==> src/design/umpbf_pkg.sv <==
// Shared types, codes and the code-index length table for the USB-MIDI
// packet to byte ring block. No dependencies.
`default_nettype none

package umpbf_pkg;

    // Stream widths (fields packed from bit 0, padded to whole bytes)
    localparam int S_TDATA_W = 40;
    localparam int S_TUSER_W = 2;
    localparam int M_TDATA_W = 24;
    localparam int M_TUSER_W = 2;
    localparam int FILL_W    = 10;

    // Result kinds
    localparam logic [1:0] KIND_PUSH  = 2'd0;
    localparam logic [1:0] KIND_BYTE  = 2'd1;
    localparam logic [1:0] KIND_EMPTY = 2'd2;

    // Push status codes
    localparam logic [1:0] PS_STORED    = 2'd0;
    localparam logic [1:0] PS_ZERO_LEN  = 2'd1;
    localparam logic [1:0] PS_FULL      = 2'd2;
    localparam logic [1:0] PS_XFER_FAIL = 2'd3;

    // Which result the output register loads
    typedef enum logic [1:0] {
        SEL_PUSH,
        SEL_STORED,
        SEL_BYTE,
        SEL_EMPTY
    } out_sel_t;

    // Controller to datapath
    typedef struct packed {
        logic     load_item;
        logic     init_cnt;
        logic     wr_en;
        logic     rd_en;
        logic     load_out;
        logic     pop;
        out_sel_t out_sel;
    } cmd_t;

    // Datapath to controller
    typedef struct packed {
        logic       is_read;
        logic [1:0] push_code;
        logic       read_none;
        logic       wr_last;
        logic       cnt_last;
        logic       out_free;
    } stat_t;

    // MIDI bytes carried by each code index
    function automatic logic [1:0] code_len(input logic [3:0] cin);
        logic [1:0] len;
        case (cin)
            4'h0, 4'h1:                      len = 2'd0;
            4'h5, 4'hF:                      len = 2'd1;
            4'h2, 4'h6, 4'hC, 4'hD:          len = 2'd2;
            default:                         len = 2'd3;
        endcase
        return len;
    endfunction

endpackage

`default_nettype wire

==> src/design/usb_midi_packet_to_byte_fifo_core.sv <==
// Sequence: a push that stores is accepted, decoded, written one MIDI byte at a time
// into the ring, then loads its result; other pushes load their result at decode.
// Reads decode, then fetch each popped byte through the single registered read port
// and load it. One request in flight; results wait while the output is stalled.
// Reset (aresetn low, synchronous): positions, counters, state machine and result
// valid cleared, ring contents kept. Joins umpbf_ctrl, umpbf_datapath; umpbf_pkg.
`default_nettype none

module usb_midi_packet_to_byte_fifo_core #(
    parameter int RING_DEPTH = 512,
    parameter int MAX_READ   = 16
) (
    input  wire logic                             aclk,
    input  wire logic                             aresetn,
    input  wire logic                             s_axis_tvalid,
    output logic                                  s_axis_tready,
    // [7:0] packet_header, [15:8] midi_byte_a, [23:16] midi_byte_b,
    // [31:24] midi_byte_c, [36:32] read_max, [39:37] zero
    input  wire logic [umpbf_pkg::S_TDATA_W-1:0]  s_axis_tdata,
    // [0] action, [1] transfer_ok
    input  wire logic [umpbf_pkg::S_TUSER_W-1:0]  s_axis_tuser,
    output logic                                  m_axis_tvalid,
    input  wire logic                             m_axis_tready,
    // [1:0] push_status, [3:2] bytes_stored, [11:4] byte_value,
    // [21:12] fill_level, [23:22] zero
    output logic [umpbf_pkg::M_TDATA_W-1:0]       m_axis_tdata,
    // [1:0] result_kind
    output logic [umpbf_pkg::M_TUSER_W-1:0]       m_axis_tuser,
    output logic                                  m_axis_tlast
);

    umpbf_pkg::cmd_t  cmd;
    umpbf_pkg::stat_t stat;

    logic [1:0]                     out_status;
    logic [1:0]                     out_stored;
    logic [7:0]                     out_value;
    logic [umpbf_pkg::FILL_W-1:0]   out_fill;
    logic [1:0]                     out_kind;

    umpbf_ctrl u_ctrl (
        .aclk          (aclk),
        .aresetn       (aresetn),
        .s_axis_tvalid (s_axis_tvalid),
        .s_axis_tready (s_axis_tready),
        .stat          (stat),
        .cmd           (cmd)
    );

    umpbf_datapath #(
        .RING_DEPTH (RING_DEPTH),
        .MAX_READ   (MAX_READ)
    ) u_dp (
        .aclk          (aclk),
        .aresetn       (aresetn),
        .in_action     (s_axis_tuser[0]),
        .in_xfer_ok    (s_axis_tuser[1]),
        .in_code       (s_axis_tdata[3:0]),
        .in_byte_a     (s_axis_tdata[15:8]),
        .in_byte_b     (s_axis_tdata[23:16]),
        .in_byte_c     (s_axis_tdata[31:24]),
        .in_read_max   (s_axis_tdata[36:32]),
        .cmd           (cmd),
        .stat          (stat),
        .m_axis_tready (m_axis_tready),
        .m_axis_tvalid (m_axis_tvalid),
        .m_axis_tlast  (m_axis_tlast),
        .out_kind      (out_kind),
        .out_status    (out_status),
        .out_stored    (out_stored),
        .out_value     (out_value),
        .out_fill      (out_fill)
    );

    // Pack result fields
    assign m_axis_tdata = {2'b00, out_fill, out_value, out_stored, out_status};
    assign m_axis_tuser = out_kind;

endmodule

`default_nettype wire

==> src/design/umpbf_ctrl.sv <==
// Controller state machine for the USB-MIDI byte ring: sequences request
// decode, ring writes, ring reads and result loads. Uses umpbf_pkg.
`default_nettype none

module umpbf_ctrl (
    input  wire logic             aclk,
    input  wire logic             aresetn,
    input  wire logic             s_axis_tvalid,
    output logic                  s_axis_tready,
    input  wire umpbf_pkg::stat_t stat,
    output umpbf_pkg::cmd_t       cmd
);

    typedef enum logic [5:0] {
        S_IDLE      = 6'b000001,
        S_DECIDE    = 6'b000010,
        S_WRITE     = 6'b000100,
        S_PUSH_DONE = 6'b001000,
        S_RD_ADDR   = 6'b010000,
        S_RD_DATA   = 6'b100000
    } state_t;

    state_t state_reg, state_next;

    // Hold state, clear on reset
    always_ff @(posedge aclk) begin
        if (!aresetn) begin
            state_reg <= S_IDLE;
        end else begin
            state_reg <= state_next;
        end
    end

    // Next state and commands
    always_comb begin
        state_next    = state_reg;
        cmd           = '0;
        cmd.out_sel   = umpbf_pkg::SEL_PUSH;
        s_axis_tready = 1'b0;
        case (state_reg)
            S_IDLE: begin
                s_axis_tready = 1'b1;
                if (s_axis_tvalid) begin
                    cmd.load_item = 1'b1;
                    state_next    = S_DECIDE;
                end
            end
            S_DECIDE: begin
                if (!stat.is_read) begin
                    if (stat.push_code == umpbf_pkg::PS_STORED) begin
                        state_next = S_WRITE;
                    end else if (stat.out_free) begin
                        cmd.load_out = 1'b1;
                        cmd.out_sel  = umpbf_pkg::SEL_PUSH;
                        state_next   = S_IDLE;
                    end
                end else if (stat.read_none) begin
                    if (stat.out_free) begin
                        cmd.load_out = 1'b1;
                        cmd.out_sel  = umpbf_pkg::SEL_EMPTY;
                        state_next   = S_IDLE;
                    end
                end else begin
                    cmd.init_cnt = 1'b1;
                    state_next   = S_RD_ADDR;
                end
            end
            S_WRITE: begin
                cmd.wr_en = 1'b1;
                if (stat.wr_last) begin
                    state_next = S_PUSH_DONE;
                end
            end
            S_PUSH_DONE: begin
                if (stat.out_free) begin
                    cmd.load_out = 1'b1;
                    cmd.out_sel  = umpbf_pkg::SEL_STORED;
                    state_next   = S_IDLE;
                end
            end
            S_RD_ADDR: begin
                cmd.rd_en  = 1'b1;
                state_next = S_RD_DATA;
            end
            S_RD_DATA: begin
                if (stat.out_free) begin
                    cmd.load_out = 1'b1;
                    cmd.pop      = 1'b1;
                    cmd.out_sel  = umpbf_pkg::SEL_BYTE;
                    state_next   = stat.cnt_last ? S_IDLE : S_RD_ADDR;
                end
            end
            default: begin
                state_next = S_IDLE;
            end
        endcase
    end

endmodule

`default_nettype wire

==> src/design/umpbf_datapath.sv <==
// Datapath for the USB-MIDI byte ring: request registers, ring memory,
// positions, fill arithmetic and the result register. Uses umpbf_pkg.
`default_nettype none

module umpbf_datapath #(
    parameter int RING_DEPTH = 512,
    parameter int MAX_READ   = 16
) (
    input  wire logic                               aclk,
    input  wire logic                               aresetn,
    input  wire logic                               in_action,
    input  wire logic                               in_xfer_ok,
    input  wire logic [3:0]                         in_code,
    input  wire logic [7:0]                         in_byte_a,
    input  wire logic [7:0]                         in_byte_b,
    input  wire logic [7:0]                         in_byte_c,
    input  wire logic [4:0]                         in_read_max,
    input  wire umpbf_pkg::cmd_t                    cmd,
    output umpbf_pkg::stat_t                        stat,
    input  wire logic                               m_axis_tready,
    output logic                                    m_axis_tvalid,
    output logic                                    m_axis_tlast,
    output logic [1:0]                              out_kind,
    output logic [1:0]                              out_status,
    output logic [1:0]                              out_stored,
    output logic [7:0]                              out_value,
    output logic [umpbf_pkg::FILL_W-1:0]            out_fill
);

    localparam int POS_MOD = 2 * RING_DEPTH;
    localparam int PW      = $clog2(POS_MOD);
    localparam int AW      = $clog2(RING_DEPTH);
    localparam int CW      = $clog2(MAX_READ + 1);

    // Request registers
    logic          is_read_reg;
    logic          xfer_ok_reg;
    logic [3:0]    code_reg;
    logic [7:0]    byte_a_reg, byte_b_reg, byte_c_reg;
    logic [4:0]    read_max_reg;

    // Positions and counters
    logic [PW-1:0] wpos_reg, wpos_next;
    logic [PW-1:0] rpos_reg, rpos_next;
    logic [1:0]    widx_reg, widx_next;
    logic [CW-1:0] cnt_reg, cnt_next;

    // Ring memory and read data
    logic [7:0]    ring_mem [RING_DEPTH];
    logic [7:0]    rd_data_reg;

    // Result register
    logic                          ovalid_reg, ovalid_next;
    logic                          olast_reg;
    logic [1:0]                    okind_reg, ostatus_reg, ostored_reg;
    logic [7:0]                    ovalue_reg;
    logic [umpbf_pkg::FILL_W-1:0]  ofill_reg;

    logic [1:0]    len;
    logic [PW:0]   diff;
    logic [PW-1:0] fill;
    logic [PW:0]   free_cnt;
    logic [1:0]    push_code;
    logic [CW-1:0] want;
    logic [CW-1:0] nread;
    logic [AW-1:0] wr_idx, rd_idx;
    logic [7:0]    wr_byte;
    logic          out_free;

    // Fill is the position difference modulo twice the depth
    assign diff = {1'b0, wpos_reg} - {1'b0, rpos_reg};
    assign fill = diff[PW] ? PW'(diff + (PW+1)'(POS_MOD)) : diff[PW-1:0];
    assign free_cnt = (PW+1)'(RING_DEPTH) - {1'b0, fill};

    // Decide the push outcome
    assign len = umpbf_pkg::code_len(code_reg);
    always_comb begin
        if (!xfer_ok_reg) begin
            push_code = umpbf_pkg::PS_XFER_FAIL;
        end else if (len == 2'd0) begin
            push_code = umpbf_pkg::PS_ZERO_LEN;
        end else if ((PW+1)'(len) > free_cnt) begin
            push_code = umpbf_pkg::PS_FULL;
        end else begin
            push_code = umpbf_pkg::PS_STORED;
        end
    end

    // Saturate the read limit, then clip to what the ring holds
    assign want  = (32'(read_max_reg) > 32'(MAX_READ)) ? CW'(MAX_READ) : CW'(read_max_reg);
    assign nread = (32'(fill) < 32'(want)) ? CW'(fill) : want;

    // Ring addresses: position folded once into the depth
    assign wr_idx = (wpos_reg >= PW'(RING_DEPTH)) ? AW'(wpos_reg - PW'(RING_DEPTH))
                                                  : AW'(wpos_reg);
    assign rd_idx = (rpos_reg >= PW'(RING_DEPTH)) ? AW'(rpos_reg - PW'(RING_DEPTH))
                                                  : AW'(rpos_reg);

    always_comb begin
        case (widx_reg)
            2'd0:    wr_byte = byte_a_reg;
            2'd1:    wr_byte = byte_b_reg;
            default: wr_byte = byte_c_reg;
        endcase
    end

    assign out_free = !ovalid_reg || m_axis_tready;

    // Status back to the controller
    always_comb begin
        stat           = '0;
        stat.is_read   = is_read_reg;
        stat.push_code = push_code;
        stat.read_none = (nread == '0);
        stat.wr_last   = (widx_reg == (len - 2'd1));
        stat.cnt_last  = (cnt_reg == CW'(1));
        stat.out_free  = out_free;
    end

    // Latch an accepted request
    always_ff @(posedge aclk) begin
        if (cmd.load_item) begin
            is_read_reg  <= in_action;
            xfer_ok_reg  <= in_xfer_ok;
            code_reg     <= in_code;
            byte_a_reg   <= in_byte_a;
            byte_b_reg   <= in_byte_b;
            byte_c_reg   <= in_byte_c;
            read_max_reg <= in_read_max;
        end
    end

    // Advance positions and counters
    always_comb begin
        wpos_next = wpos_reg;
        rpos_next = rpos_reg;
        widx_next = widx_reg;
        cnt_next  = cnt_reg;
        if (cmd.load_item) begin
            widx_next = 2'd0;
        end
        if (cmd.wr_en) begin
            wpos_next = (wpos_reg == PW'(POS_MOD - 1)) ? '0 : wpos_reg + PW'(1);
            widx_next = widx_reg + 2'd1;
        end
        if (cmd.init_cnt) begin
            cnt_next = nread;
        end
        if (cmd.pop) begin
            rpos_next = (rpos_reg == PW'(POS_MOD - 1)) ? '0 : rpos_reg + PW'(1);
            cnt_next  = cnt_reg - CW'(1);
        end
    end

    always_ff @(posedge aclk) begin
        if (!aresetn) begin
            wpos_reg <= '0;
            rpos_reg <= '0;
            widx_reg <= 2'd0;
            cnt_reg  <= '0;
        end else begin
            wpos_reg <= wpos_next;
            rpos_reg <= rpos_next;
            widx_reg <= widx_next;
            cnt_reg  <= cnt_next;
        end
    end

    // Ring memory: one write and one registered read port
    always_ff @(posedge aclk) begin
        if (cmd.wr_en) begin
            ring_mem[wr_idx] <= wr_byte;
        end
        if (cmd.rd_en) begin
            rd_data_reg <= ring_mem[rd_idx];
        end
    end

    // Result register valid
    always_comb begin
        ovalid_next = ovalid_reg;
        if (cmd.load_out) begin
            ovalid_next = 1'b1;
        end else if (m_axis_tready) begin
            ovalid_next = 1'b0;
        end
    end

    always_ff @(posedge aclk) begin
        if (!aresetn) begin
            ovalid_reg <= 1'b0;
        end else begin
            ovalid_reg <= ovalid_next;
        end
    end

    // Load result fields
    always_ff @(posedge aclk) begin
        if (cmd.load_out) begin
            okind_reg   <= umpbf_pkg::KIND_PUSH;
            ostatus_reg <= umpbf_pkg::PS_STORED;
            ostored_reg <= 2'd0;
            ovalue_reg  <= 8'd0;
            ofill_reg   <= umpbf_pkg::FILL_W'(fill);
            olast_reg   <= 1'b1;
            case (cmd.out_sel)
                umpbf_pkg::SEL_PUSH: begin
                    ostatus_reg <= push_code;
                end
                umpbf_pkg::SEL_STORED: begin
                    ostored_reg <= len;
                end
                umpbf_pkg::SEL_BYTE: begin
                    okind_reg  <= umpbf_pkg::KIND_BYTE;
                    ovalue_reg <= rd_data_reg;
                    ofill_reg  <= umpbf_pkg::FILL_W'(fill - PW'(1));
                    olast_reg  <= (cnt_reg == CW'(1));
                end
                default: begin
                    okind_reg <= umpbf_pkg::KIND_EMPTY;
                end
            endcase
        end
    end

    assign m_axis_tvalid = ovalid_reg;
    assign m_axis_tlast  = olast_reg;
    assign out_kind      = okind_reg;
    assign out_status    = ostatus_reg;
    assign out_stored    = ostored_reg;
    assign out_value     = ovalue_reg;
    assign out_fill      = ofill_reg;

endmodule

`default_nettype wire

==> config.mk <==
export PLATFORM = sky130hd
export DESIGN_NAME = usb_midi_packet_to_byte_fifo_core
export DESIGN_NICKNAME = d
export VERILOG_FILES = /design/src/design/umpbf_pkg.sv /design/src/design/usb_midi_packet_to_byte_fifo_core.sv /design/src/design/umpbf_ctrl.sv /design/src/design/umpbf_datapath.sv
export SDC_FILE = /design/constraint.sdc
export NUM_CORES = 2
export LEC_CHECK = 0
export BUFFER_PORTS_ARGS = -buffer_cell sky130_fd_sc_hd__buf_2
export CORE_AREA = 2 2 593 595
export DETAILED_ROUTE_END_ITERATION = 10
export DIE_AREA = 0 0 595 597
export HOLD_SLACK_MARGIN = 0.08
export MAX_ROUTING_LAYER = met4
export SKIP_CTS_REPAIR_TIMING = 1
export SLEW_MARGIN = 30
export SYNTH_ARGS = -nofsm -noshare
export SYNTH_HDL_FRONTEND = slang
export SYNTH_MEMORY_MAX_BITS = 65536
export SYNTH_SLANG_ARGS = --single-unit
==> constraint.sdc <==
create_clock -name aclk -period 9.5 [get_ports aclk]
set_input_delay 1.9 -clock aclk [delete_from_list [all_inputs] [get_ports aclk]]
set_output_delay 1.9 -clock aclk [all_outputs]
set_load 0.1 [all_outputs]
## After elaboration in Yosys (flattened, before gate mapping)

Memories as Yosys holds them, arrays and structs flattened. A register that Yosys moved wholly into a read port is not among the register bits.
Cells that the tools add are included.

- Flip-flop bits (word level): 94
- Bits in latches: 0
- Bits in writable memories: 4,096
- Bits in read-only memories: 32
- Output and inout port bits: 29
- Memories: 2

- Add/sub/neg operators: 11
- Multipliers: 0
- Div/mod/pow operators: 0
- Magnitude comparators: 5
- Eq/ne operators: 16
- Shift-type cells: 0
- Multiplexer cells: 51
- Bitwise logic cells: 0
- Reductions and logical operators: 12

Memories:

| name | words | width | read ports | clocked after memory_dff | write ports | RTL line | RTL |
|---|---|---|---|---|---|---|---|
| u_dp.ring_mem | 512 | 8 | 1 | 1 | 1 | umpbf_datapath.sv:49 | `logic [7:0] ring_mem [RING_DEPTH];` |
| (name not given) | 16 | 2 | 1 | 1 | 0 | umpbf_pkg.sv:57 | `case (cin)` |

Operator list:

| kind | count |
|---|---|
| $mux 6 | 7 |
| $mux 10 | 4 |
| $pmux 6 s6 | 1 |
| $add 10x1->10 const B | 3 |
| $mux 5 | 5 |
| $eq 10x10->1 const B | 2 |
| $ge 10x10->1 const B | 2 |
| $mux 1 | 18 |
| $mux 9 | 2 |
| $sub 9x1->9 const B | 2 |
| $mux 2 | 8 |
| $pmux 8 s2 | 1 |
| $gt 2x11->1 | 1 |
| $sub 10x10->11 | 1 |
| $sub 10x10->11 const A | 1 |
| $lt 10x5->1 | 1 |
| $sub 10x1->10 const B | 1 |
| $logic_not 2->1 | 4 |
| $mux 4 | 2 |
| $eq 6x1->1 const B | 1 |
| $eq 6x2->1 const B | 1 |
| $eq 6x3->1 const B | 1 |
| $eq 6x4->1 const B | 1 |
| $eq 6x5->1 const B | 1 |
| 20 further kinds | 24 |

## Longest topological paths before layout

- Word-level depth: 13
- Gate-level depth with buffers: 19
- Gate-level depth less buffers: 16

## Modules after synthesis

From an unflattened synthesis, not the netlist that was laid out.

- Cell total of the unflattened synthesis: 7,446
- Area, all modules: 163,370.4 um2

By module, submodules not included:

| module | times used | cells each | area each (um2) |
|---|---|---|---|
| umpbf_datapath | 1 | 7,382 | 162,886.2 |
| umpbf_ctrl | 1 | 61 | 465.4 |
| usb_midi_packet_to_byte_fifo_core | 1 | 3 | 18.8 |

## Worst setup path after synthesis

Ideal clock, no wire load.

- Kind: register to register
- Start: register u_dp.widx_reg[0]
- End: memory u_dp.ring_mem[0][7], data pin
- Library setup time: 1,442 ps
- Data arrival time: 7,135 ps
- Setup slack: 924 ps
- Stages on the path, launching flop included: 7
- Clock period less this slack: 8,576 ps
- Cell sequence: dfxtp_1 -> inv_1 -> ha_1 -> clkbuf_1 -> nor2_1 -> nand2_1 -> nand2_1

- Longest elaborated chain between the ends: 2

Ends and longest elaborated chain:

| item | RTL line | RTL |
|---|---|---|
| start: declaration | umpbf_datapath.sv:45 | `logic [1:0] widx_reg, widx_next;` |
| start signal: assignment | umpbf_datapath.sv:164 | `widx_reg <= widx_next;` |
| $eq 2x1->1 / $logic_not 2->1 (equally long branches) | umpbf_datapath.sv:100 | `case (widx_reg)` |
| $pmux 8 s2 * | umpbf_datapath.sv:100 |  |
| net u_dp.wr_byte[7] | umpbf_datapath.sv:67 | `logic [7:0] wr_byte;` |
| end: declaration | umpbf_datapath.sv:49 |  |

The timed path passes the listed nets; every way through them passes the cells marked *.

## Worst setup path after layout

- Start: register u_dp.rpos_reg[0]
- End: register u_dp.rd_data_reg[7] (read register of u_dp.ring_mem), data pin

- Longest elaborated chain between the ends: 2

Ends and longest elaborated chain:

| item | RTL line | RTL |
|---|---|---|
| start: declaration | umpbf_datapath.sv:44 | `logic [PW-1:0] rpos_reg, rpos_next;` |
| start signal: assignment | umpbf_datapath.sv:163 | `rpos_reg <= rpos_next;` |
| $sub 9x1->9 / $ge 10x10->1 (equally long branches) | umpbf_datapath.sv:96 | `assign rd_idx = (rpos_reg >= PW'(RING_DEPTH)) ? AW'(rpos_reg - PW'(RING_DEPTH))` |
| $mux 9 * | umpbf_datapath.sv:96 |  |
| end: declaration | umpbf_datapath.sv:50 | `logic [7:0] rd_data_reg;` |

Every way passes the cells marked *; elsewhere a longest branch is shown, timed or not.
A chain may end at the register's enable or synchronous reset.

==> out/summary.txt <==
TIMING
------------------------------------------------------------------------------
Unrepaired setup endpoints after global routing                          false
Number of hold violations in the final report                                0
Share of the clock period used by the worst path after layout            0.581
TNS Setup                                                                 0 ns
Max-slew violation count                                                     0
Fin Clk Skew                                                         0.0351 ns
Slew at the pin with the worst max-slew slack                          1.08 ns
Slew margin rel.                                                         0.283
Final critical-path required period                                    5.52 ns
Number of failing setup endpoints in the final timing report                 0
Max Clock Freq                                                       0.181 GHz

SETUP PATH
------------------------------------------------------------------------------
Arrival time at the worst endpoint                                     6.26 ns
Highest-delay cell along the critical path                        sky130_fd_sc_hd__dfxtp_4
CP Cell Sequence                                                  buf_4 -> buf_4 -> mux4_2 -> a221oi_1 -> o22ai_1 -> nor3_1 -> o22ai_1 -> or4_1 -> o311a_1
Startpoint of the most critical setup path                        u_dp.rpos_reg[0]
Worst Setup End Kind                                                 flip-flop
CP peak stage delay                                                    0.84 ns
Kind of start point of the critical path                             flip-flop
Origin of the critical flop-to-flop path                          u_dp.rpos_reg[0]
Crit Path Category                                                     reg2reg
Critical-path maximum fanout                                                35
Critical Path RT                                                      10.24 ns

FINISH
------------------------------------------------------------------------------
Fill cell instance count of the final layout                             26.8k
Reg with most FFs                                                 u_dp.ring_mem
Share of cells above drive strength 1                                    0.262
Final standard cell area without fillers                          183,000 sq um
Finished Layout Cells                                                    12.6k
Syn-to-layout area delta                                                 11.9%
Most common cell after layout, fill and taps aside                sky130_fd_sc_hd__edfxtp_1
Max reg flops                                                            4,096
Most frequent cells in the layout                                 sky130_fd_sc_hd__edfxtp_1 (4,164), sky130_fd_sc_hd__mux4_2 (1,176), sky130_fd_sc_hd__nor2_1 (580)
Post-route core utilization                                              0.524
Final nets                                                               7,674

POWER AND IR DROP
------------------------------------------------------------------------------
PD cells                                                           213 nW/um^2
Worst IR drop on VDD                                                0.000172 V
Lkg Pwr                                                                54.7 nW

CLOCK TREE
------------------------------------------------------------------------------
Clock buffer depth                                                           4
# clock sinks                                                            4,200
Clock latency on the worst-skew pair                                   0.99 ns
Clock root cell                                                   sky130_fd_sc_hd__clkbuf_16
Clock Pin Slew Worst Setup and Hold Paths                              0.06 ns
Number of buffers created by CTS                                           419
H-Tree Level Count                                                           5
Clock tree from TritonCTS                                                  yes

ROUTE
------------------------------------------------------------------------------
Iteration-0 DRC Markers                                                  10.8k
Vias                                                                     79.5k
Routed length per instance                                             34.6 um
Final routed DRC violation total                                             0
Wire length after detailed routing                                  435,000 um
Detailed-route vias per instance                                          6.33
Number of detailed-route iterations in the first pass                        6
Remaining antenna violation count after routing                              0

SYNTH
------------------------------------------------------------------------------
Post-synthesis instance area                                      163,000 sq um
Post-synth top area share                                                0.766
Ys Warns                                                                     0
Top cell type by total area after synthesis                       sky130_fd_sc_hd__edfxtp_1
Mapped Cells                                                             7,378
Netlist cell types                                                          78
Most used flip-flop cell after synthesis                          sky130_fd_sc_hd__edfxtp_1
Mean area per synthesized cell                                      22.1 sq um
Top area cells in the synthesized netlist                         sky130_fd_sc_hd__edfxtp_1 (77%), sky130_fd_sc_hd__mux4_2 (16%), sky130_fd_sc_hd__nor2_1 (1.4%)
Register bit total from synthesis                                        4,200
Synth async-reset ratio                                                      0
Number of enable-type register cells in the synthesized netlist          4,164
Seq/Total Area, Yosys                                                    0.770

PLACE
------------------------------------------------------------------------------
I/O Buffers                                                                 65
Placed Instances                                                         11.8k
Half-perimeter wire length after placement                          254,000 um
Cell Area, Placed                                                 169,000 sq um
Final RePlAce weighted congestion                                        0.863

FLOW RUN
------------------------------------------------------------------------------
Max capacitance violation total                                              0

FLOORPLANNING
------------------------------------------------------------------------------
Initial cell density of the core                                         0.468
Core Footprint                                                    349,000 sq um
Number of primary I/O pins                                                  75
Die width                                                               595 um
Die height                                                              597 um
Number of core rows                                                        217
Die area                                                          355,000 sq um

GLOBAL ROUTING
------------------------------------------------------------------------------
Initial antenna violation count                                             27
All-layer global routing usage                                           0.250
Wire length of the first global-routing pass                        608,000 um
Total global routing overflow                                                0
Via count of the first global-routing pass                               78.7k
Pin count of the biggest net entering global routing                       208

RUN STATUS
------------------------------------------------------------------------------
Run status                                                           completed

WORST HOLD PATH
------------------------------------------------------------------------------
Hold Path Origin                                                  u_dp.widx_reg[1]
Type of the worst min-delay path                                       reg2reg

[path summary, 6_finish.rpt]
check | end | cells after the start | slack [ns]
setup / recovery | u_dp.rd_data_reg[7] | 9 | 3.98
hold / removal | u_dp.widx_reg[1] | 2 | 0.50
setup reg to reg | u_dp.rd_data_reg[7] | 9 | 3.98
hold reg to reg | u_dp.widx_reg[1] | 2 | 0.50
[cell usage after synthesis (all sizes together) (8+ instances only)]
| library cell | n |
|---|---|
| clkbuf | 217 |
| inv | 30 |
| or3 | 12 |
| a22o | 39 |
| nand4 | 14 |
| xnor2 | 14 |
| mux4 | 1176 |
| edfxtp | 4164 |
| buf | 229 |
| nand2 | 174 |
| a22oi | 114 |
| xor2 | 17 |
| dfxtp | 36 |
| mux2i | 64 |
| a211oi | 13 |
| nor2b | 15 |
| o22ai | 33 |
| ha | 26 |
| and3 | 8 |
| and2 | 15 |
| nor3 | 33 |
| a2111oi | 11 |
| o21ai | 50 |
| a31oi | 15 |
| a21oi | 74 |
| nor2 | 595 |
| a221oi | 37 |
| nor4 | 12 |
| nand3 | 41 |
[metrics by stage]
stage	hold WS [ns]	total power [W]	worst slack [ns]
after floorplan	0.471	0.0230	0.924
after global placement	0.495	0.0229	3.82
after detailed placement	0.492	0.0231	3.91
after CTS	0.500	0.0391	3.91
after global routing	0.538	0.0400	3.75
final	0.504	0.0389	3.98
[per-layer routing]
layer  global-route usage  up-vias  share of wire
li1                     -    31583              -
met5                    -        -              0
met4               0.0763        0          0.030
met3               0.0483      660          0.092
met1                0.343    43253           0.40
met2                0.384     4032           0.48
[worst max-delay path: cells and delay by family (launching register included)]
family / cells / cell delay (ns)
simple gates: 2 / 1.30
flops: 1 / 0.84
mux: 1 / 0.58
compound gates: 4 / 1.03
buf+inv: 2 / 1.40
[report_power, final]
part	internal (W)	total, W	switching [W]
registers	0.0212	0.0213	0.0000257
logic	0.000146	0.00140	0.00126
clock network	0.00928	0.0163	0.00700
total	0.0307	0.0389	0.00828
[cells by family (layout without fill, tap and decap cells)]
group | Yosys count | count (layout) | share of synthesized area
DFF | 4200 | 4200 | 0.770
AOI/OAI and AO/OA | 450 | 450 | 0.0197
buffers and inverters | 477 | 1044 | 0.0153
muxes | 1244 | 1244 | 0.166
adders and majority gates | 27 | 27 | 0.00212
and+or+nand+nor | 948 | 948 | 0.0243
other | 1 | 21 | 0.0000230
xor gates and xnor gates | 31 | 31 | 0.00166
[final cells by class]
type | count | area, sq um | area share
clock inverter | 252 | 2380 | 0.0130
clock buffer | 514 | 11000 | 0.0602
multi-input combinational | 2702 | 35400 | 0.194
tap | 4599 | 5750 | 0.0315
sequential | 4200 | 126000 | 0.689
timing repair buffer | 247 | 2160 | 0.0118
inverter | 31 | 126 | 0.000692
antenna | 19 | 47.5 | 0.000260
(Power assumes the default switching activity.)
